--- config.mk ---
export PLATFORM = sky130hd
export DESIGN_NAME = name_value_pair_stream_decoder_flat
export DESIGN_NICKNAME = d
export VERILOG_FILES = /design/src/sv/nvd_pkg.sv /design/src/sv/nvd_content_if.sv /design/src/sv/nvd_pair_if.sv /design/src/sv/nvd_front.sv /design/src/sv/nvd_queue.sv /design/src/sv/nvd_back.sv /design/src/sv/name_value_pair_stream_decoder.sv /design/src/flat_wrapper.sv
export SDC_FILE = /design/constraint.sdc
export NUM_CORES = 1
export LEC_CHECK = 0
export ABC_CLOCK_PERIOD_IN_PS = 4000
export CAP_MARGIN = 40
export CORE_MARGIN = 2
export CORE_UTILIZATION = 45
export DETAILED_ROUTE_END_ITERATION = 6
export DONT_BUFFER_PORTS = 1
export GPL_TIMING_DRIVEN = 0
export PLACE_DENSITY = 0.61
export SYNTH_ARGS = -nofsm -noshare
export SYNTH_HDL_FRONTEND = slang
export SYNTH_SLANG_ARGS = --single-unit
--- constraint.sdc ---
create_clock -name clk -period 4 [get_ports clk]
set_input_delay 0.8 -clock clk [delete_from_list [all_inputs] [get_ports clk]]
set_output_delay 0.8 -clock clk [all_outputs]
set_load 0.05 [all_outputs]
--- src/sv/nvd_pkg.sv ---
// Shared types and constants for the name/value pair stream decoder.
package nvd_pkg;

	localparam int QUEUE_DEPTH = 4;
	localparam int LEN_W = 31;

	localparam logic [2:0] PH_NAME_LEN   = 3'd0;
	localparam logic [2:0] PH_NAME_EXT   = 3'd1;
	localparam logic [2:0] PH_VALUE_LEN  = 3'd2;
	localparam logic [2:0] PH_VALUE_EXT  = 3'd3;
	localparam logic [2:0] PH_NAME_DATA  = 3'd4;
	localparam logic [2:0] PH_VALUE_DATA = 3'd5;

	localparam logic [1:0] EXT_BYTES = 2'd3;

	typedef struct packed {
		logic [7:0] data;
		logic       last;
		logic       ext;
	} nvd_item_t;

endpackage

--- src/sv/nvd_content_if.sv ---
// Content byte channel: valid/ready handshake with byte and last mark.
interface nvd_content_if;
	logic       valid;
	logic       ready;
	logic [7:0] content_byte;
	logic       content_last;

	modport source (output valid, output content_byte, output content_last, input ready);
	modport sink (input valid, input content_byte, input content_last, output ready);
endinterface

--- src/sv/nvd_pair_if.sv ---
// Decoded pair channel: valid/ready handshake with tagged payload byte and marks.
interface nvd_pair_if;
	logic       valid;
	logic       ready;
	logic [7:0] data_byte;
	logic       in_value;
	logic       has_byte;
	logic       field_end;
	logic       pair_end;
	logic       truncated;

	modport source (output valid, output data_byte, output in_value, output has_byte,
		output field_end, output pair_end, output truncated, input ready);
	modport sink (input valid, input data_byte, input in_value, input has_byte,
		input field_end, input pair_end, input truncated, output ready);
endinterface

--- src/sv/nvd_front.sv ---
// Front end: takes content transfers, classifies length bytes, pushes to the queue.
module nvd_front
	import nvd_pkg::*;
(
	nvd_content_if.sink content,
	input  logic        full,
	output logic        push,
	output nvd_item_t   item
);

	assign content.ready = !full;
	assign push          = content.valid && !full;
	assign item.data     = content.content_byte;
	assign item.last     = content.content_last;
	assign item.ext      = content.content_byte[7];

endmodule

--- src/sv/nvd_queue.sv ---
// Short register queue between front end and decoder back end.
module nvd_queue
	import nvd_pkg::*;
#(
	parameter int DEPTH = QUEUE_DEPTH
) (
	input  logic      clk,
	input  logic      arst_n,
	input  logic      push,
	input  nvd_item_t wr_item,
	input  logic      pop,
	output logic      full,
	output logic      not_empty,
	output nvd_item_t rd_item
);

	localparam int PTR_W = (DEPTH > 1) ? $clog2(DEPTH) : 1;
	localparam int CNT_W = $clog2(DEPTH + 1);

	nvd_item_t           mem_q [DEPTH];
	logic [PTR_W-1:0]    wr_ptr_q;
	logic [PTR_W-1:0]    rd_ptr_q;
	logic [CNT_W-1:0]    count_q;

	assign full      = (count_q == CNT_W'(DEPTH));
	assign not_empty = (count_q != '0);
	assign rd_item   = mem_q[rd_ptr_q];

	always_ff @(posedge clk) begin
		if (push) begin
			mem_q[wr_ptr_q] <= wr_item;
		end
	end

	always_ff @(posedge clk or negedge arst_n) begin
		if (!arst_n) begin
			wr_ptr_q <= '0;
			rd_ptr_q <= '0;
			count_q  <= '0;
		end else begin
			if (push) begin
				wr_ptr_q <= (wr_ptr_q == PTR_W'(DEPTH - 1)) ? '0 : wr_ptr_q + 1'b1;
			end
			if (pop) begin
				rd_ptr_q <= (rd_ptr_q == PTR_W'(DEPTH - 1)) ? '0 : rd_ptr_q + 1'b1;
			end
			if (push && !pop) begin
				count_q <= count_q + 1'b1;
			end else if (pop && !push) begin
				count_q <= count_q - 1'b1;
			end
		end
	end

endmodule

--- src/sv/nvd_back.sv ---
// Back end: length/payload state machine and output register.
module nvd_back
	import nvd_pkg::*;
(
	input  logic        clk,
	input  logic        arst_n,
	input  logic        not_empty,
	input  nvd_item_t   item,
	output logic        pop,
	nvd_pair_if.source  pair
);

	logic [2:0]       phase_q, phase_n;
	logic [1:0]       lbl_q, lbl_n;
	logic [LEN_W-1:0] acc_q, acc_n;
	logic [LEN_W-1:0] name_q, name_n;
	logic [LEN_W-1:0] value_q, value_n;

	logic       emit, hasb, inval, fend, pend, trunc;
	logic [7:0] dbyte;

	logic       out_valid_q;
	logic [7:0] data_q;
	logic       in_value_q, has_byte_q, field_end_q, pair_end_q, truncated_q;

	assign pop = not_empty && (!out_valid_q || pair.ready);

	always_comb begin
		phase_n = phase_q;
		lbl_n   = lbl_q;
		acc_n   = acc_q;
		name_n  = name_q;
		value_n = value_q;
		emit    = 1'b0;
		hasb    = 1'b0;
		inval   = 1'b0;
		fend    = 1'b0;
		pend    = 1'b0;
		trunc   = 1'b0;
		dbyte   = '0;
		case (phase_q)
			PH_NAME_EXT, PH_VALUE_EXT: begin
				acc_n = {acc_q[LEN_W-9:0], item.data};
				lbl_n = lbl_q - 1'b1;
				if (lbl_q == 2'd1) begin
					if (phase_q == PH_NAME_EXT) begin
						name_n  = acc_n;
						phase_n = PH_VALUE_LEN;
					end else begin
						value_n = acc_n;
						if (name_q != '0) begin
							phase_n = PH_NAME_DATA;
						end else if (acc_n != '0) begin
							phase_n = PH_VALUE_DATA;
						end else begin
							phase_n = PH_NAME_LEN;
							emit    = 1'b1;
							pend    = 1'b1;
						end
					end
				end
			end
			PH_VALUE_LEN: begin
				if (item.ext) begin
					acc_n   = {{(LEN_W-7){1'b0}}, item.data[6:0]};
					lbl_n   = EXT_BYTES;
					phase_n = PH_VALUE_EXT;
				end else begin
					value_n = {{(LEN_W-8){1'b0}}, item.data};
					if (name_q != '0) begin
						phase_n = PH_NAME_DATA;
					end else if (item.data != '0) begin
						phase_n = PH_VALUE_DATA;
					end else begin
						phase_n = PH_NAME_LEN;
						emit    = 1'b1;
						pend    = 1'b1;
					end
				end
			end
			PH_NAME_DATA: begin
				emit   = 1'b1;
				hasb   = 1'b1;
				dbyte  = item.data;
				name_n = name_q - 1'b1;
				if (name_q == LEN_W'(1)) begin
					fend = 1'b1;
					if (value_q != '0) begin
						phase_n = PH_VALUE_DATA;
					end else begin
						pend    = 1'b1;
						phase_n = PH_NAME_LEN;
					end
				end
			end
			PH_VALUE_DATA: begin
				emit    = 1'b1;
				hasb    = 1'b1;
				inval   = 1'b1;
				dbyte   = item.data;
				value_n = value_q - 1'b1;
				if (value_q == LEN_W'(1)) begin
					fend    = 1'b1;
					pend    = 1'b1;
					phase_n = PH_NAME_LEN;
				end
			end
			default: begin
				if (item.ext) begin
					acc_n   = {{(LEN_W-7){1'b0}}, item.data[6:0]};
					lbl_n   = EXT_BYTES;
					phase_n = PH_NAME_EXT;
				end else begin
					name_n  = {{(LEN_W-8){1'b0}}, item.data};
					phase_n = PH_VALUE_LEN;
				end
			end
		endcase
		if (item.last) begin
			if (phase_n != PH_NAME_LEN) begin
				emit  = 1'b1;
				trunc = 1'b1;
			end
			phase_n = PH_NAME_LEN;
			lbl_n   = '0;
			acc_n   = '0;
			name_n  = '0;
			value_n = '0;
		end
	end

	always_ff @(posedge clk or negedge arst_n) begin
		if (!arst_n) begin
			phase_q     <= PH_NAME_LEN;
			lbl_q       <= '0;
			acc_q       <= '0;
			name_q      <= '0;
			value_q     <= '0;
			out_valid_q <= 1'b0;
		end else begin
			if (pop) begin
				phase_q <= phase_n;
				lbl_q   <= lbl_n;
				acc_q   <= acc_n;
				name_q  <= name_n;
				value_q <= value_n;
				out_valid_q <= emit;
			end else if (pair.ready) begin
				out_valid_q <= 1'b0;
			end
		end
	end

	always_ff @(posedge clk) begin
		if (pop && emit) begin
			data_q      <= dbyte;
			in_value_q  <= inval;
			has_byte_q  <= hasb;
			field_end_q <= fend;
			pair_end_q  <= pend;
			truncated_q <= trunc;
		end
	end

	assign pair.valid     = out_valid_q;
	assign pair.data_byte = data_q;
	assign pair.in_value  = in_value_q;
	assign pair.has_byte  = has_byte_q;
	assign pair.field_end = field_end_q;
	assign pair.pair_end  = pair_end_q;
	assign pair.truncated = truncated_q;

endmodule

--- src/sv/name_value_pair_stream_decoder.sv ---
// Name/value pair stream decoder: one content byte per cycle in unless the queue is
// full, tagged name and value bytes out. A front end takes each transfer into a short
// queue (QUEUE_DEPTH entries) and a back end decodes one queued byte per cycle into an
// output register while that register is empty or being taken. A transfer passes
// through the queue and the output register before its result can be taken; length
// bytes give no result unless they close an empty pair. Content that ends mid-pair
// gives a result with truncated set and the decoder expects a name length again.
module name_value_pair_stream_decoder
	import nvd_pkg::*;
#(
	parameter int QUEUE_DEPTH_P = QUEUE_DEPTH
) (
	input  logic        clk,
	input  logic        arst_n,
	nvd_content_if.sink content,
	nvd_pair_if.source  pair
);

	logic      full, push, pop, not_empty;
	nvd_item_t wr_item, rd_item;

	nvd_front u_front (
		.content (content),
		.full    (full),
		.push    (push),
		.item    (wr_item)
	);

	nvd_queue #(
		.DEPTH (QUEUE_DEPTH_P)
	) u_queue (
		.clk       (clk),
		.arst_n    (arst_n),
		.push      (push),
		.wr_item   (wr_item),
		.pop       (pop),
		.full      (full),
		.not_empty (not_empty),
		.rd_item   (rd_item)
	);

	nvd_back u_back (
		.clk       (clk),
		.arst_n    (arst_n),
		.not_empty (not_empty),
		.item      (rd_item),
		.pop       (pop),
		.pair      (pair)
	);

endmodule

--- src/flat_wrapper.sv ---
// flat-port wrapper written by rule: the top's interface ports become plain ports
module name_value_pair_stream_decoder_flat import nvd_pkg::*;
#(
	parameter int QUEUE_DEPTH_P = QUEUE_DEPTH
)
  (clk, arst_n, content_valid, content_content_byte, content_content_last, content_ready, pair_valid, pair_data_byte, pair_in_value, pair_has_byte, pair_field_end, pair_pair_end, pair_truncated, pair_ready);
  nvd_content_if content_i ();
  nvd_pair_if pair_i ();
  input  logic clk;
  input  logic arst_n;
  input wire logic [$bits(content_i.valid)-1:0] content_valid;
  input wire logic [$bits(content_i.content_byte)-1:0] content_content_byte;
  input wire logic [$bits(content_i.content_last)-1:0] content_content_last;
  output wire logic [$bits(content_i.ready)-1:0] content_ready;
  output wire logic [$bits(pair_i.valid)-1:0] pair_valid;
  output wire logic [$bits(pair_i.data_byte)-1:0] pair_data_byte;
  output wire logic [$bits(pair_i.in_value)-1:0] pair_in_value;
  output wire logic [$bits(pair_i.has_byte)-1:0] pair_has_byte;
  output wire logic [$bits(pair_i.field_end)-1:0] pair_field_end;
  output wire logic [$bits(pair_i.pair_end)-1:0] pair_pair_end;
  output wire logic [$bits(pair_i.truncated)-1:0] pair_truncated;
  input wire logic [$bits(pair_i.ready)-1:0] pair_ready;
  assign content_i.valid = content_valid;
  assign content_i.content_byte = content_content_byte;
  assign content_i.content_last = content_content_last;
  assign content_ready = content_i.ready;
  assign pair_valid = pair_i.valid;
  assign pair_data_byte = pair_i.data_byte;
  assign pair_in_value = pair_i.in_value;
  assign pair_has_byte = pair_i.has_byte;
  assign pair_field_end = pair_i.field_end;
  assign pair_pair_end = pair_i.pair_end;
  assign pair_truncated = pair_i.truncated;
  assign pair_i.ready = pair_ready;
  name_value_pair_stream_decoder #(.QUEUE_DEPTH_P(QUEUE_DEPTH_P)) u_core (.clk(clk), .arst_n(arst_n), .content(content_i), .pair(pair_i));
endmodule
==> results.md, run 1 <==
* Io pins at 28
* Worst-margin pin slew at 0.823 ns
* Antenna viol nets, final at 0
* Share of layout cells above drive strength 1 at 0.0632
* Root Buffer: clkbuf_16
* Crit path DAT at 3.64 ns
* Maximum root-to-sink buffer count at 2
* Post-Layout Cell Count at 1058
* Required time worst endpoint at 4.07 ns
* RSZ-0062 raised after global routing: false
* Routed WL at 21.3 mm
* Area grow syn2layout at 11.3%
* Wire length per cell at 20.1 µm
* Post-synth top area cell: dfrtp_1
* Final Slew Violations at 0
* Pre-CTS WS at 0.453 ns
* Final Setup Violations at 0
* CP Cell Sequence: buf_1 -> mux4_2 -> or4_1 -> nor2_2 -> nand3_1 -> a31oi_1 -> a311o_2 -> nand2_1
* Post-synth top flop: dfrtp_1
* DR vias/cell at 6.09
* Top Layer Used: met4
* CP startpoint kind: flip-flop
* Slew headroom at 0.449
* Cell family with most CP delay: simple AND/OR/NAND/NOR gates
* Final Critical Period at 3.58 ns
* Syn Area/Cell at 9.47 µm²
* Post-cts hold buffer count at 0
* Leak pwr at 0.00341 µW
* Sequential cell area at 3920 µm²
* H-tree depth at 4
* Post-Synthesis Cells at 805
* Drt drc at 0
* PwrDens at 910 nW/µm²
* CTS-repair resized insts at 0
* Synth top area share at 0.322
* Worst path max stage delay at 0.57 ns
* DRT iter0 DRCs at 652
* Num CTS Buffers at 17
* Core Area at 16600 µm²
* Max-cap check violation count at 0
* Met2 Wirelength at 10.1 mm
* CP Class: reg2reg
* Drt first pass iters at 6
* RD Place Congestion at 0.901
* Post-CTS setup buffers at 0
* Global route overflow at 0
* Sequential-to-total area share from yosys stat at 0.515
* Fmax at 279 MHz
* Post-DP HPWL at 15.2 mm
* Vias in the first global route at 6292
* Net count reported at finish at 852
* Initial Utilization at 0.460
* CP max stage cell: or4_1
* Pin count of the biggest net entering global routing at 99
* Initial antenna violation count at 0
* Row count at 47
* Leading cell type in the layout, fill and taps excluded: nand2_1
* Fin Hold WS at 0.0587 ns
* Final hold viol count at 0
* Clock Skews at 0.00902 ns
* Die H at 134 µm
* DIE WIDTH at 134 µm
* Synth cell types at 59
* Main area contributors after synthesis: dfrtp_1, edfxtp_1, o21ai_0
* Worst-path clk slew at 0.06 ns
* Ys Warns at 0
* Crit path buffers/inverters at 1
* Total global-route track usage at 0.247
* Clk Latency, worst-skew pair at 0.44 ns
* Die area at 18000 µm²
* Status: finished, final reports clean
* Final worst slack at 0.422 ns
* DR vias at 6447
* Final period util at 0.894
* Ys async rst share at 0.667
* M1 wire length at 9.25 mm
* N_diodes at 0
* Placed insts at 1026
* CTS tree: built
* Buffers on Ports at 0
* Crit end category: flip-flop
* VDD IR max at 0.528 mV
* Fill count at 1592
* Met3 Wirelength at 1.27 mm
* First-pass GRT wire length at 34.2 mm
* Synth Register Bits at 147
* Syn nets at 832
* Area of the multi-input gates at 3470 µm²
* Worst Path Max Fanout at 13
* Clk sinks at 147
* Hold Path Class: in2async
* Synth Cell Area at 7630 µm²
* Total Negative Setup Slacks at 0 ns
* EDFF count, synth at 49
* Leading cell types in the layout, fill and taps excluded: nand2_1, o21ai_0, dfrtp_1
## worst paths after layout
path / start / to / slack, ns / depth (start not counted)
max reg2reg: u_core.u_queue.rd_ptr_q[1] / u_core.u_back.pair.data_byte[3] / 0.42 / 8
max: u_core.u_queue.rd_ptr_q[1] / u_core.u_back.pair.data_byte[3] / 0.42 / 8
max in group asynchronous: arst_n / u_core.u_back.name_q[13] / 3.80 / 0
min: arst_n / u_core.u_back.value_q[23] / 0.06 / 0
min reg2reg: u_core.u_back.value_q[25] / u_core.u_back.value_q[25] / 0.49 / 2
min in group clk: content_content_byte[1] / u_core.u_queue.mem_q[3][3] / 0.46 / 0
## where the power goes
| part | switching [µW] | internal [µW] |
|---|---|---|
| Clock | 688 | 929 |
| Sequential | 563 | 1950 |
| Combinational | 2470 | 1120 |
| Total | 3720 | 4000 |
## cell families (layout without fill, tap and decap cells)
kind of cell    count (synthesis)  after routing  synth area share
simple gates                  315            315             0.195
compound gates                240            240             0.185
flops                         147            147             0.515
buf+inv                        59             92            0.0299
xor+xnor                       18             18            0.0207
fa+ha+maj                      14             14            0.0240
mux                            12             12            0.0308
## final cells by class
class	instances	area share
multi-input cells	599	0.409
plain buffers	41	0.0189
clock buffers	19	0.0510
flip-flops and latches	147	0.462
inverters	18	0.00796
well taps	220	0.0324
clock inverters	13	0.0174
repair buffers	1	0.000590
## metrics by stage
stage | util | instance area (µm²) | total power (µW)
floorplan | - | 7630 | 4990
global placement | 0.476 | 7900 | 5940
detailed placement | 0.477 | 7910 | 6050
CTS | 0.512 | 8490 | 7680
global route | 0.512 | 8490 | 8220
finish | 0.512 | 8490 | 7720
## cell usage after synthesis (all sizes together) (11+ instances only)
cell,n
nor2,61
o21ai,133
edfxtp,49
xor2,11
nor4,24
a22oi,20
nand2,122
clkbuf,34
dfrtp,98
nor3,41
inv,16
ha,13
a21oi,37
## flip-flops by register name, summed over array words and instances (netlist names)
name	cells
u_core.u_back.acc_q	23
u_core.u_back.lbl_q	2
u_core.u_back.name_q	31
u_core.u_back.pair.data_byte	8
u_core.u_back.pair.field_end	1
u_core.u_back.pair.has_byte	1
u_core.u_back.pair.in_value	1
u_core.u_back.pair.pair_end	1
u_core.u_back.pair.truncated	1
u_core.u_back.pair.valid	1
u_core.u_back.phase_q	3
u_core.u_back.value_q	31
u_core.u_queue.count_q	3
u_core.u_queue.mem_q	36
u_core.u_queue.rd_ptr_q	2
u_core.u_queue.wr_ptr_q	2
## metal layers
| layer | vias to the layer above | track usage |
|---|---|---|
| met5 | - | 0 |
| met4 | 0 | 0.107 |
| met3 | 46 | 0.0438 |
| met2 | 226 | 0.393 |
| met1 | 3174 | 0.333 |
| li1 | 3001 | - |
## worst register-to-register path: stages (launching register included)
cell	delay, ns
dfrtp_1	0.41
buf_1	0.49
mux4_2	0.52
or4_1	0.57
nor2_2	0.20
nand3_1	0.10
a31oi_1	0.33
a311o_2	0.25
nand2_1	0.34
No activity file was read; power rests on OpenSTA's default activity.
==> run 2: changes to the inputs <==
--- a/config.mk
+++ b/config.mk
@@ -7,6 +7,7 @@
 export LEC_CHECK = 0
 export ABC_CLOCK_PERIOD_IN_PS = 4000
 export CAP_MARGIN = 40
+export CORE_ASPECT_RATIO = 1.2
 export CORE_MARGIN = 2
 export CORE_UTILIZATION = 45
 export DETAILED_ROUTE_END_ITERATION = 6
==> run 2 against run 1 <==
Compared with the run above: sequential share of layout area about the same; critical path depth did not move; combinational power barely moved; global-route usage up 0.55 points; final area hardly changed; worst setup slack got worse by 0.017 ns; core utilization decreased by 0.40 points; clock skew is essentially flat; non-clock buffer count unchanged; maximum frequency is 0.48% lower; clock power barely moved; largest cell class unchanged; highest routed layer unchanged.
==> results.md, run 2 (synthesized netlist as in run 1, its figures left out) <==
* CP Class: reg2reg (unchanged)
* CP startpoint kind: flip-flop (unchanged)
* Share of layout cells above drive strength 1 at 0.0609 (was 0.0632)
* Vias in the first global route at 6286 (was 6292)
* Root Buffer: clkbuf_16 (unchanged)
* Leading cell types in the layout, fill and taps excluded: nand2_1, o21ai_0, dfrtp_1 (unchanged)
* Drt drc at 0 (unchanged)
* Initial antenna violation count at 0 (unchanged)
* Post-cts hold buffer count at 0 (unchanged)
* Die area at 18000 µm² (about the same)
* Final Slew Violations at 0 (unchanged)
* Clk sinks at 147 (unchanged)
* Area grow syn2layout at 11.3% (about the same)
* Worst-margin pin slew at 0.869 ns (was 0.823 ns)
* Io pins at 28 (unchanged)
* Die H at 147 µm (was 134 µm)
* Hold Path Class: in2async (unchanged)
* DRT iter0 DRCs at 725 (was 652)
* Leak pwr at 0.00342 µW (was 0.00341 µW)
* Worst Path Max Fanout at 13 (unchanged)
* DR vias/cell at 6.08 (was 6.09)
* Crit end category: flip-flop (unchanged)
* H-tree depth at 4 (unchanged)
* Drt first pass iters at 5 (was 6)
* R2R setup slack at 0.40 ns (was 0.42 ns)
* PwrDens at 905 nW/µm² (was 910 nW/µm²)
* VDD IR max at 0.471 mV (was 0.528 mV)
* Leading cell type in the layout, fill and taps excluded: nand2_1 (unchanged)
* DIE WIDTH at 123 µm (was 134 µm)
* Post-DP HPWL at 15.5 mm (was 15.2 mm)
* Required time worst endpoint at 4.05 ns (was 4.07 ns)
* First-pass GRT wire length at 34.3 mm (was 34.2 mm)
* Clock Skews at 0.00891 ns (was 0.00902 ns)
* Fmax at 278 MHz (was 279 MHz)
* Clk Latency, worst-skew pair at 0.42 ns (was 0.44 ns)
* Max-cap check violation count at 0 (unchanged)
* Crit path DAT at 3.65 ns (was 3.64 ns)
* N_diodes at 0 (unchanged)
* Total Negative Setup Slacks at 0 ns (unchanged)
* Buffers on Ports at 0 (unchanged)
* Net count reported at finish at 852 (unchanged)
* Fill count at 1532 (was 1592)
* Top Registers: u_core.u_queue.mem_q (36), u_core.u_back.name_q (31), u_core.u_back.value_q (31) (unchanged)
* Row count at 52 (was 47)
* RD Place Congestion at 0.917 (was 0.901)
* Pwr Total at 7680 µW (was 7720 µW)
* Fin Hold WS at 0.0763 ns (was 0.0587 ns)
* Placed cell areas at 7900 µm² (was 7910 µm²)
* Pin count of the biggest net entering global routing at 99 (unchanged)
* Final hold viol count at 0 (unchanged)
* Routed WL at 21.7 mm (was 21.3 mm)
* Final Critical Period at 3.60 ns (was 3.58 ns)
* Num CTS Buffers at 17 (unchanged)
* Total global-route track usage at 0.252 (was 0.247)
* Largest register by flop count: u_core.u_queue.mem_q (unchanged)
* RSZ-0062 raised after global routing: false (unchanged)
* Final period util at 0.899 (was 0.894)
* Antenna viol nets, final at 0 (unchanged)
* Status: finished, final reports clean (unchanged)
* Global route overflow at 0 (unchanged)
* Design Area, Final at 8490 µm² (about the same)
* Initial Utilization at 0.456 (was 0.460)
* CTS-repair resized insts at 0 (unchanged)
* Worst-path clk slew at 0.06 ns (about the same)
* Core Area at 16700 µm² (was 16600 µm²)
* Number of flip-flops in the largest register at 36 (unchanged)
* Final Setup Violations at 0 (unchanged)
* CTS tree: built (unchanged)
* Post-CTS setup buffers at 0 (unchanged)
* Slew headroom at 0.419 (was 0.449)
* R2R cell count at 8 (unchanged)
* Maximum root-to-sink buffer count at 2 (unchanged)
* DR vias at 6408 (was 6447)
* Wire length per cell at 20.6 µm (was 20.1 µm)
## run 2: cell type report
type | count | area, µm² | area share
timing repair buffer | 1 | 5.00 | 0.000589
buffer | 41 | 160 | 0.0189
sequential | 147 | 3920 | 0.462
clock inverter | 9 | 131 | 0.0155
clock buffer | 23 | 458 | 0.0539
tap | 216 | 270 | 0.0318
multi-input combinational | 599 | 3470 | 0.409
inverter | 18 | 67.6 | 0.00796
## run 2: metal layers
metal / global-route usage / wire (µm) / vias to the layer above
li1: - / - / 3000
met1: 0.323 / 8760 / 3150
met2: 0.423 / 11100 / 220
met3: 0.0480 / 1190 / 38
met4: 0.0897 / 619 / 0
met5: 0 / 0 / -
## run 2: final timing paths
path                                            start                               to
max in group asynchronous                      arst_n          u_core.u_back.name_q[4]
max reg2reg                u_core.u_queue.rd_ptr_q[1]  u_core.u_back.pair.data_byte[7]
min in group clk              content_content_byte[5]       u_core.u_queue.mem_q[2][7]
min                                            arst_n        u_core.u_back.value_q[23]
min reg2reg                    u_core.u_back.lbl_q[1]           u_core.u_back.lbl_q[1]
max                        u_core.u_queue.rd_ptr_q[1]  u_core.u_back.pair.data_byte[7]
## run 2: worst max-delay path, cell delays in order (launching register included)
cell	delay (ns)
dfrtp_1	0.40
buf_1	0.52
mux4_2	0.54
or4_1	0.57
nor2_2	0.18
nand3_1	0.10
a31oi_1	0.36
a311o_2	0.24
nand2_1	0.31
## run 2: through the flow
stage	std cells	utilization	worst slack [ns]
2_1_floorplan	805	-	1.03
3_3_place_gp	1021	0.472	0.468
3_5_place_dp	1022	0.473	0.388
4_1_cts	1054	0.508	0.395
5_1_grt	1054	0.508	0.194
6_report	1054	0.508	0.405
## run 2: power breakdown
part / total [µW] / switching [µW] / internal [µW]
clock network: 1600 / 601 / 997
logic: 3560 / 2450 / 1110
registers: 2520 / 571 / 1950
